`src/hw/rtl/ipbl_pkg.sv`:
```
`timescale 1ns / 1ps
`default_nettype none
// ---------------------------------------------------------------------------
// ipbl_pkg: shared types and constants for the IP blocklist
// Command, event and register codes, payload structs.
// ---------------------------------------------------------------------------
package ipbl_pkg;
	localparam int Capacity = 32;
	localparam int IdxW = $clog2(Capacity);
	localparam int CntW = $clog2(Capacity + 1);

	typedef enum logic [2:0] {
		CMD_PACKET = 3'd0, CMD_TICK = 3'd1, CMD_ADD = 3'd2,
		CMD_DELETE = 3'd3, CMD_CLEAR = 3'd4, CMD_RSV5 = 3'd5,
		CMD_RSV6 = 3'd6, CMD_RSV7 = 3'd7
	} cmd_t;

	typedef enum logic [2:0] {
		EV_PASS = 3'd0, EV_DROPPED = 3'd1, EV_LISTED = 3'd2, EV_FRESHENED = 3'd3,
		EV_DELETED = 3'd4, EV_FULL = 3'd5, EV_CLEARED = 3'd6, EV_NOTHING = 3'd7
	} event_t;

	localparam logic [2:0] REG_HOLD = 3'd0;
	localparam logic [2:0] REG_REFRESH = 3'd1;
	localparam logic [2:0] REG_FILTER = 3'd2;
	localparam logic [2:0] REG_WATCH = 3'd3;
	localparam logic [2:0] REG_TRAP_A = 3'd4;
	localparam logic [2:0] REG_TRAP_B = 3'd5;
	localparam logic [2:0] REG_SMTP = 3'd6;

	localparam logic [7:0] PROTO_TCP = 8'd6;
	localparam logic [7:0] PROTO_UDP = 8'd17;
	localparam logic [15:0] PORT_NB_LO = 16'd137;
	localparam logic [15:0] PORT_NB_HI = 16'd139;
	localparam logic [15:0] PORT_SMTP = 16'd25;

	typedef struct packed {
		logic [2:0] command;
		logic [31:0] address;
		logic [31:0] dest_addr;
		logic [3:0] ip_version;
		logic is_fragment;
		logic [7:0] protocol;
		logic [15:0] dest_port;
		logic [7:0] arrival_interface;
		logic [15:0] packet_length;
	} in_item_t;

	typedef struct packed {
		logic [2:0] event_res;
		logic drop;
		logic [31:0] notice_addr;
		logic [15:0] notice_length;
		logic [5:0] entry_count;
		logic [63:0] change_serial;
		logic last;
	} out_item_t;

	function automatic logic [31:0] sat_add(input logic [31:0] a, input logic [31:0] b);
		logic [32:0] s;
		s = {1'b0, a} + {1'b0, b};
		return s[32] ? 32'hFFFF_FFFF : s[31:0];
	endfunction
endpackage
`default_nettype wire

```
`src/hw/rtl/ip_blocklist_with_aging.sv`:
```
`timescale 1ns / 1ps
`default_nettype none
// A packet, add or delete scans all 32 entries, one memory read per cycle, then decides;
// a result that may write an entry passes through the write state before it is registered.
// Clear and unused commands answer in the cycle after acceptance. A tick rescans once per
// expired entry and gives one result per rescan; an output stall holds the next rescan.
// One transaction in flight; the next is taken once its final result has been accepted.
// Reset (asynchronous, active low) clears valid bits, count, clock, serial; registers take defaults.
// ---------------------------------------------------------------------------
// ip_blocklist_with_aging: IPv4 source blocklist with expiry and refresh
// Entries live in a synchronous memory that a sequencer scans and updates.
// ---------------------------------------------------------------------------
module ip_blocklist_with_aging
	import ipbl_pkg::*;
(
	input wire logic clk,
	input wire logic arst_n,
	input wire logic in_valid,
	output logic in_ready,
	input wire in_item_t in_data,
	output logic out_valid,
	input wire logic out_ready,
	output out_item_t out_data,
	input wire logic cfg_valid,
	output logic cfg_ready,
	input wire logic [2:0] cfg_index,
	input wire logic [31:0] cfg_data
);
	typedef enum logic [2:0] {ST_IDLE, ST_SCAN, ST_DECIDE, ST_WRITE, ST_OUT} state_t;

	// entry memory: address, expiry, refresh
	logic [95:0] mem [Capacity];
	logic [95:0] rd_s1;
	logic [Capacity-1:0] valid_q;

	logic [31:0] hold_q, refr_q, trap_a_q, trap_b_q, smtp_q;
	logic filt_q;
	logic [7:0] watch_q;

	state_t state_q;
	in_item_t item_q;
	logic [IdxW:0] rd_idx_q;      // address issued
	logic [IdxW:0] cmp_idx_q;     // entry whose data sits in rd_s1
	logic cmp_vld_q;
	logic hit_q, free_q, best_q;
	logic [IdxW-1:0] hit_idx_q, free_idx_q, best_idx_q;
	logic [31:0] hit_refr_q;
	logic [31:0] best_exp_q, best_addr_q;
	logic [CntW-1:0] exp_cnt_q;   // expired entries seen in this scan
	logic [31:0] now_q;
	logic [63:0] serial_q;
	logic [CntW-1:0] count_q;
	logic del_any_q;
	logic wr_en;
	logic [IdxW-1:0] wr_idx;
	logic [95:0] wr_data;

	assign in_ready = (state_q == ST_IDLE) && !out_valid;
	assign cfg_ready = in_ready;

	// configuration registers
	always_ff @(posedge clk or negedge arst_n) begin
		if (!arst_n) begin
			hold_q <= 32'd86400;
			refr_q <= 32'd3600;
			filt_q <= 1'b0;
			watch_q <= 8'd0;
			trap_a_q <= 32'hd82e0500;
			trap_b_q <= 32'hd82e050f;
			smtp_q <= 32'hd82e0509;
		end else if (cfg_valid && cfg_ready) begin
			unique case (cfg_index)
				REG_HOLD: hold_q <= cfg_data;
				REG_REFRESH: refr_q <= cfg_data;
				REG_FILTER: filt_q <= cfg_data[0];
				REG_WATCH: watch_q <= cfg_data[7:0];
				REG_TRAP_A: trap_a_q <= cfg_data;
				REG_TRAP_B: trap_b_q <= cfg_data;
				REG_SMTP: smtp_q <= cfg_data;
				default: ;
			endcase
		end
	end

	// memory ports
	always_ff @(posedge clk) begin
		if (wr_en) mem[wr_idx] <= wr_data;
		rd_s1 <= mem[rd_idx_q[IdxW-1:0]];
	end

	// packet classification
	logic filtered, is_v4, nb_hit, trap_hit, smtp_hit, want_list;
	always_comb begin
		filtered = filt_q && (item_q.arrival_interface == watch_q);
		is_v4 = item_q.ip_version == 4'd4;
		nb_hit = is_v4 && !item_q.is_fragment
			&& (item_q.protocol == PROTO_TCP || item_q.protocol == PROTO_UDP)
			&& item_q.dest_port >= PORT_NB_LO && item_q.dest_port <= PORT_NB_HI;
		trap_hit = item_q.dest_addr == trap_a_q || item_q.dest_addr == trap_b_q;
		smtp_hit = item_q.dest_addr == smtp_q && is_v4 && item_q.protocol == PROTO_TCP
			&& item_q.dest_port == PORT_SMTP;
		want_list = nb_hit || (!(is_v4 && item_q.is_fragment) && (trap_hit || smtp_hit));
	end

	logic [31:0] new_exp, new_refr;
	assign new_exp = sat_add(now_q, hold_q);
	assign new_refr = sat_add(now_q, refr_q);

	logic [31:0] e_addr, e_exp, e_refr;
	assign e_addr = rd_s1[95:64];
	assign e_exp = rd_s1[63:32];
	assign e_refr = rd_s1[31:0];

	// notice length for listed and freshened results: packets only
	logic [15:0] note_len;
	assign note_len = (item_q.command == CMD_PACKET) ? item_q.packet_length : 16'd0;

	// write port: refresh of a hit entry, or a fresh listing
	always_comb begin
		wr_en = 1'b0;
		wr_idx = hit_idx_q;
		wr_data = {item_q.address, new_exp, new_refr};
		if (state_q == ST_WRITE) begin
			if (hit_q) wr_en = 1'b1;
			else if (free_q && count_q < CntW'(Capacity)) begin
				wr_en = 1'b1;
				wr_idx = free_idx_q;
			end
		end
	end

	// sequencer
	always_ff @(posedge clk or negedge arst_n) begin
		if (!arst_n) begin
			state_q <= ST_IDLE;
			valid_q <= '0;
			count_q <= '0;
			now_q <= '0;
			serial_q <= '0;
			out_valid <= 1'b0;
			rd_idx_q <= '0;
			cmp_vld_q <= 1'b0;
			del_any_q <= 1'b0;
		end else begin
			if (out_valid && out_ready) out_valid <= 1'b0;
			unique case (state_q)
				ST_IDLE: begin
					if (in_valid && in_ready) begin
						item_q <= in_data;
						del_any_q <= 1'b0;
						out_data.notice_length <= '0;
						out_data.drop <= 1'b0;
						out_data.last <= 1'b1;
						if (in_data.command == CMD_CLEAR) begin
							valid_q <= '0;
							count_q <= '0;
							out_data.event_res <= EV_CLEARED;
							out_data.notice_addr <= '0;
							out_data.entry_count <= '0;
							out_data.change_serial <= serial_q;
							out_valid <= 1'b1;
						end else if (in_data.command == CMD_PACKET || in_data.command == CMD_TICK
							|| in_data.command == CMD_ADD || in_data.command == CMD_DELETE) begin
							if (in_data.command == CMD_TICK) now_q <= sat_add(now_q, 32'd1);
							state_q <= ST_SCAN;
						end else begin
							out_data.event_res <= EV_NOTHING;
							out_data.notice_addr <= '0;
							out_data.entry_count <= 6'(count_q);
							out_data.change_serial <= serial_q;
							out_valid <= 1'b1;
						end
						rd_idx_q <= '0;
						cmp_vld_q <= 1'b0;
						hit_q <= 1'b0;
						free_q <= 1'b0;
						best_q <= 1'b0;
						exp_cnt_q <= '0;
					end
				end
				ST_SCAN: begin
					// issue reads and compare the previous entry
					if (rd_idx_q < (IdxW+1)'(Capacity)) rd_idx_q <= rd_idx_q + 1'b1;
					cmp_idx_q <= rd_idx_q;
					cmp_vld_q <= rd_idx_q < (IdxW+1)'(Capacity);
					if (cmp_vld_q) begin
						if (valid_q[cmp_idx_q[IdxW-1:0]]) begin
							if (!hit_q && e_addr == item_q.address) begin
								hit_q <= 1'b1;
								hit_idx_q <= cmp_idx_q[IdxW-1:0];
								hit_refr_q <= e_refr;
							end
							if (item_q.command == CMD_TICK && e_exp <= now_q)
								exp_cnt_q <= exp_cnt_q + 1'b1;
							if (e_exp <= now_q && (!best_q || e_exp < best_exp_q
								|| (e_exp == best_exp_q && e_addr < best_addr_q))
								&& item_q.command == CMD_TICK) begin
								best_q <= 1'b1;
								best_idx_q <= cmp_idx_q[IdxW-1:0];
								best_exp_q <= e_exp;
								best_addr_q <= e_addr;
							end
						end else if (!free_q) begin
							free_q <= 1'b1;
							free_idx_q <= cmp_idx_q[IdxW-1:0];
						end
					end
					// hold until the previous result has left
					if (!cmp_vld_q && rd_idx_q == (IdxW+1)'(Capacity) && !out_valid)
						state_q <= ST_DECIDE;
				end
				ST_DECIDE: begin
					unique case (item_q.command)
						CMD_TICK: begin
							if (best_q) begin
								valid_q[best_idx_q] <= 1'b0;
								count_q <= count_q - 1'b1;
								serial_q <= serial_q + 64'd1;
								out_data.change_serial <= serial_q + 64'd1;
								out_data.entry_count <= 6'(count_q - 1'b1);
								out_data.event_res <= EV_DELETED;
								out_data.notice_addr <= best_addr_q;
								// final deletion when this was the only expired entry left
								out_data.last <= (exp_cnt_q == CntW'(1));
								del_any_q <= 1'b1;
								state_q <= ST_OUT;
							end else begin
								out_data.change_serial <= serial_q;
								out_data.entry_count <= 6'(count_q);
								out_data.event_res <= EV_NOTHING;
								out_data.notice_addr <= '0;
								out_data.last <= 1'b1;
								state_q <= del_any_q ? ST_IDLE : ST_OUT;
							end
						end
						CMD_DELETE: begin
							state_q <= ST_OUT;
							if (hit_q) begin
								valid_q[hit_idx_q] <= 1'b0;
								count_q <= count_q - 1'b1;
								serial_q <= serial_q + 64'd1;
								out_data.change_serial <= serial_q + 64'd1;
								out_data.entry_count <= 6'(count_q - 1'b1);
								out_data.event_res <= EV_DELETED;
								out_data.notice_addr <= item_q.address;
							end else begin
								out_data.change_serial <= serial_q;
								out_data.entry_count <= 6'(count_q);
								out_data.event_res <= EV_NOTHING;
								out_data.notice_addr <= '0;
							end
						end
						CMD_PACKET: begin
							out_data.change_serial <= serial_q;
							out_data.entry_count <= 6'(count_q);
							out_data.notice_addr <= item_q.address;
							if (!filtered) begin
								out_data.event_res <= EV_PASS;
								state_q <= ST_OUT;
							end else if (hit_q) begin
								out_data.drop <= 1'b1;
								if (now_q > hit_refr_q) state_q <= ST_WRITE;
								else begin
									out_data.event_res <= EV_DROPPED;
									state_q <= ST_OUT;
								end
							end else if (want_list) begin
								out_data.drop <= 1'b1;
								state_q <= ST_WRITE;
							end else begin
								out_data.event_res <= EV_PASS;
								state_q <= ST_OUT;
							end
						end
						default: begin
							// manual add
							out_data.change_serial <= serial_q;
							out_data.entry_count <= 6'(count_q);
							out_data.notice_addr <= item_q.address;
							state_q <= ST_WRITE;
						end
					endcase
				end
				ST_WRITE: begin
					state_q <= ST_OUT;
					if (hit_q) begin
						serial_q <= serial_q + 64'd1;
						out_data.change_serial <= serial_q + 64'd1;
						out_data.event_res <= EV_FRESHENED;
						out_data.notice_length <= note_len;
					end else if (free_q && count_q < CntW'(Capacity)) begin
						valid_q[free_idx_q] <= 1'b1;
						count_q <= count_q + 1'b1;
						serial_q <= serial_q + 64'd1;
						out_data.change_serial <= serial_q + 64'd1;
						out_data.entry_count <= 6'(count_q + 1'b1);
						out_data.event_res <= EV_LISTED;
						out_data.notice_length <= note_len;
					end else begin
						out_data.event_res <= EV_FULL;
						out_data.notice_length <= '0;
					end
				end
				ST_OUT: begin
					if (!out_valid) begin
						out_valid <= 1'b1;
						if (item_q.command == CMD_TICK && !out_data.last) begin
							// look for the next expired entry
							state_q <= ST_SCAN;
							rd_idx_q <= '0;
							cmp_vld_q <= 1'b0;
							hit_q <= 1'b0;
							free_q <= 1'b0;
							best_q <= 1'b0;
							exp_cnt_q <= '0;
						end else state_q <= ST_IDLE;
					end
				end
				default: state_q <= ST_IDLE;
			endcase
		end
	end
endmodule
`default_nettype wire

```
`config.mk`:
```
export PLATFORM = sky130hd
export DESIGN_NAME = ip_blocklist_with_aging
export DESIGN_NICKNAME = d
export VERILOG_FILES = /design/src/hw/rtl/ipbl_pkg.sv /design/src/hw/rtl/ip_blocklist_with_aging.sv
export SDC_FILE = /design/constraint.sdc
export NUM_CORES = 2
export LEC_CHECK = 0
export ABC_AREA = 1
export BUFFER_PORTS_ARGS = -buffer_cell sky130_fd_sc_hd__buf_2
export CAP_MARGIN = 0
export CELL_PAD_IN_SITES_DETAIL_PLACEMENT = 2
export CELL_PAD_IN_SITES_GLOBAL_PLACEMENT = 2
export CORE_ASPECT_RATIO = 0.75
export CORE_MARGIN = 2
export CORE_UTILIZATION = 44
export DETAILED_ROUTE_END_ITERATION = 8
export PLACE_DENSITY = 0.82
export SLEW_MARGIN = 20
export SYNTH_ARGS = -nofsm -noshare
export SYNTH_HDL_FRONTEND = slang
export SYNTH_SLANG_ARGS = --single-unit
export TNS_END_PERCENT = 20
```
`constraint.sdc`:
```
create_clock -name clk -period 7.3 [get_ports clk]
set_input_delay 1.095 -clock clk [delete_from_list [all_inputs] [get_ports clk]]
set_output_delay 1.095 -clock clk [all_outputs]
set_load 0.1 [all_outputs]
```
==> results.cfg <==
[outcome]
status = finished, violations left
violations = slew limit

[die]
dieArea_um2 = 362000
die_w_um = 694
ioPinCount = 286
core_area_um2 = 357000
dieHeight_um = 522
rows = 190
start_util_pct = 44.1

[power]
leakage_nw = 59.3
powerDensity_nw_per_um2 = 252
finalPower_mw = 44.7
ir_drop_v = 0.000235

[cells_and_area]
layout-drive-gt1-share_pct = 9.62
syn_to_final_growth_pct = 12.9
fin_nets = 13300
fin_util_pct = 49.8

[yosys]
synth-seq-cells = 3851
yosys_warnings = 0
async_flop_share_pct = 8.18
ys_types = 61
synthFlopType = edfxtp_1
synth_top_area_share_pct = 65.7
synthAdderAreaFrac_pct = 1.61
synth_simple_gate_area_share_pct = 9.62
synth_top_area_cell = edfxtp_1
postSynthCellCount = 12800
synth_xor_area_share_pct = 1.05
synth-edff-count = 3440
synth_area_um2 = 157000
synth.avg_cell_area_um2 = 12.3
yosys-top-cells-area = edfxtp_1 (66%), o21ai_0 (6.5%), nor2_1 (4.7%)
ys_seq_area_share_pct = 71.9
synthMuxAreaShare_pct = 0.00636
synth-compound-area-share_pct = 12.5
synth_top_family_by_area = compound AO/OA/AOI/OAI gates
syn-num-nets = 13100

[clock_tree]
hold_buffers = 1
post_cts_resized = 0
clock-sinks = 3851
cts.clk_slew.worst_paths_ns = 0.07
tritoncts = yes
insertion_delay_ns = 1.05
cts_setup_buffers = 0
clk_path_buf_depth = 4
cts_made_buffers = 383
htree_levels = 5
cts-root-buf = clkbuf_16

[worst_setup_path]
critPathBufInv = 2
crit_family = compound AO/OA/AOI/OAI gates
critical_path_class = reg -> reg
reg2reg_from = now_q[0]
startpoint_type = flip-flop
path_max_fanout = 32
critPathMaxStageDelay_ns = 0.87
critPathRequiredTime_ns = 7.76
reg2reg_to = mem[15][51]
cp_cell_sequence = ha_1, inv_1, fa_1, o21ai_1, nand2_1, nand2_1, a21oi_1, o21ai_1, nand2_1, nand2_1, a31oi_4, buf_4, nand2_1
crit_slowest_cell = nand2_1
rr_worst_depth = 13
end_kind = flip-flop
critPathArrivalTime_ns = 6.20
r2r_slack_ns = 1.55
cpMostUsedCell = nand2_1

[timing]
fin_crit_ns = 5.75
fin_worst_skew_ns = 0.0540
slew_viol_final = 41
setup_viol = 0
finalHoldViolCount = 0
tns_ns = 0
fin_crit_sh_pct = 78.7
max_slew_margin_pct = -8.20
max_freq_mhz = 174
worstMarginPinSlew_ns = 1.62
rsz0062_at_grt = no
worst_slack_ns = 1.55

[min_path]
hp-class = in -> reg
min_to = item_q[99]
hold_path_depth = 1
holdCritStartpoint = in_data[99]

[detailed_routing]
postRouteAntennaNets = 0
wirelength_mm = 692
viasPerCell = 6.61
routed-via-count = 119000
wl_per_cell_um = 38.5
drc = 0
first_pass_iters = 5
drtIter0Drc = 16100

[job]
drv_cap = 0

[placement]
hpwl_mm = 379
portBuffers = 285
pre_cts_slack_ns = 1.67
gp_congestion = 0.913

[global_routing]
antenna_found_initial = 41
grt_pass1_vias = 128000
grt_pass1_wl_mm = 970
overflow = 0
grt_use_total_pct = 37.3
grt_max_degree = 223
[worst reg2reg max path: cells and delay by family, from the launching register on]
family	cells	cell delay (ns)
AOI/OAI and AO/OA	4	1.67
and+or+nand+nor	5	1.53
buffers and inverters	2	0.85
adders and majority gates	2	0.57
DFF	1	0.55
[where the power goes]
| group | internal [mW] | switching, mW |
|---|---|---|
| clock | 11.2 | 9.64 |
| combinational | 0.0376 | 0.107 |
| sequential | 23.7 | 0.00321 |
| total | 34.9 | 9.75 |
[worst max path at each step]
stage                from     endpoint  slack [ns]  cells past startpoint
2_1_floorplan  state_q[2]    mem[0][0]        1.10                      7
3_3_place_gp     now_q[3]  mem[17][61]        2.45                     12
3_5_place_dp     now_q[0]  mem[23][59]        1.67                     13
4_1_cts          now_q[0]  mem[29][61]        1.37                     13
5_1_grt          now_q[0]   mem[8][51]        1.52                     13
6_report         now_q[0]  mem[15][51]        1.55                     13
[per-layer routing]
| layer | wire length, um | track usage (%) | up-vias |
|---|---|---|---|
| met5 | 205 | 0 | - |
| met1 | 253000 | 46.0 | 62000 |
| met3 | 61800 | 7.06 | 2131 |
| met2 | 327000 | 60.6 | 7376 |
| li1 | - | - | 47000 |
| met4 | 49900 | 23.9 | 30 |
[cell families (layout without fill, tap and decap cells)]
group	after synthesis	count (layout)
other	0	10
buffers and inverters	1353	1830
adders and majority gates	201	201
xor gates and xnor gates	189	189
and+or+nand+nor	3729	3729
DFF	3851	3851
AOI/OAI and AO/OA	3436	3436
muxes	1	1
[per-stage QoR]
step / hold slack, ns / cell area [um^2] / std cells
2_1_floorplan: 0.386 / 157000 / 12800
3_3_place_gp: 0.388 / 165000 / 17200
3_5_place_dp: 0.397 / 165000 / 17200
4_1_cts: 0.184 / 177000 / 17900
5_1_grt: 0.220 / 178000 / 17900
6_report: 0.232 / 178000 / 18000
[synth_stat cells (45+ instances only)]
| master | number |
|---|---|
| dfstp_2 | 45 |
| o211ai_1 | 47 |
| nand3_1 | 311 |
| o21ai_0 | 2029 |
| nor2_1 | 1969 |
| nand2_1 | 1136 |
| nor3_1 | 119 |
| inv_1 | 610 |
| a21oi_1 | 212 |
| o22ai_1 | 567 |
| nand4_1 | 90 |
| xor2_1 | 78 |
| edfxtp_1 | 3440 |
| clkbuf_1 | 669 |
| o21ai_1 | 93 |
| dfrtp_1 | 270 |
| xnor2_1 | 111 |
| ha_1 | 199 |
| dfxtp_1 | 96 |
| a221oi_1 | 55 |
| o221ai_1 | 252 |
| a31oi_1 | 53 |
[cells in the final DEF (no fill, tap or decap), drive strengths merged, types with 55 or more instances in the layout]
cell	netlist	layout
nand4	91	91
buf	61	488
dfxtp	96	96
clkbuf	669	524
dfrtp	270	270
xor2	78	78
ha	199	199
o221ai	252	252
clkinv	3	140
inv	620	633
a21oi	212	212
o22ai	567	567
nor2	1985	1985
o21ai	2122	2122
nor3	127	127
nand2	1146	1146
edfxtp	3440	3440
nand3	312	312
a221oi	55	55
xnor2	111	111
[final cells by class]
| cell class | count | area (um^2) |
|---|---|---|
| Timing Repair Buffer | 489 | 4000 |
| Multi-Input combinational cell | 7556 | 39600 |
| Inverter | 623 | 2380 |
| Sequential cell | 3851 | 113000 |
| Antenna cell | 10 | 25.0 |
| Clock inverter | 194 | 2070 |
| Clock buffer | 524 | 10500 |
| Tap cell | 4704 | 5890 |
| Fill cell | 34000 | 179000 |
[state kept, by name (all words and copies together) (netlist names), 5 cells and up]
register,flops
best_addr_q,32
best_exp_q,32
best_idx_q,5
cmp_idx_q,5
count_q,6
exp_cnt_q,6
free_idx_q,5
hit_idx_q,5
hit_refr_q,32
hold_q,32
item_q,120
mem,3072
now_q,32
out_data,123
rd_idx_q,6
rd_s1,96
refr_q,32
serial_q,64
smtp_q,32
trap_a_q,32
trap_b_q,32
valid_q,32
watch_q,8
Note: power is estimated with default switching activity, not from simulation.
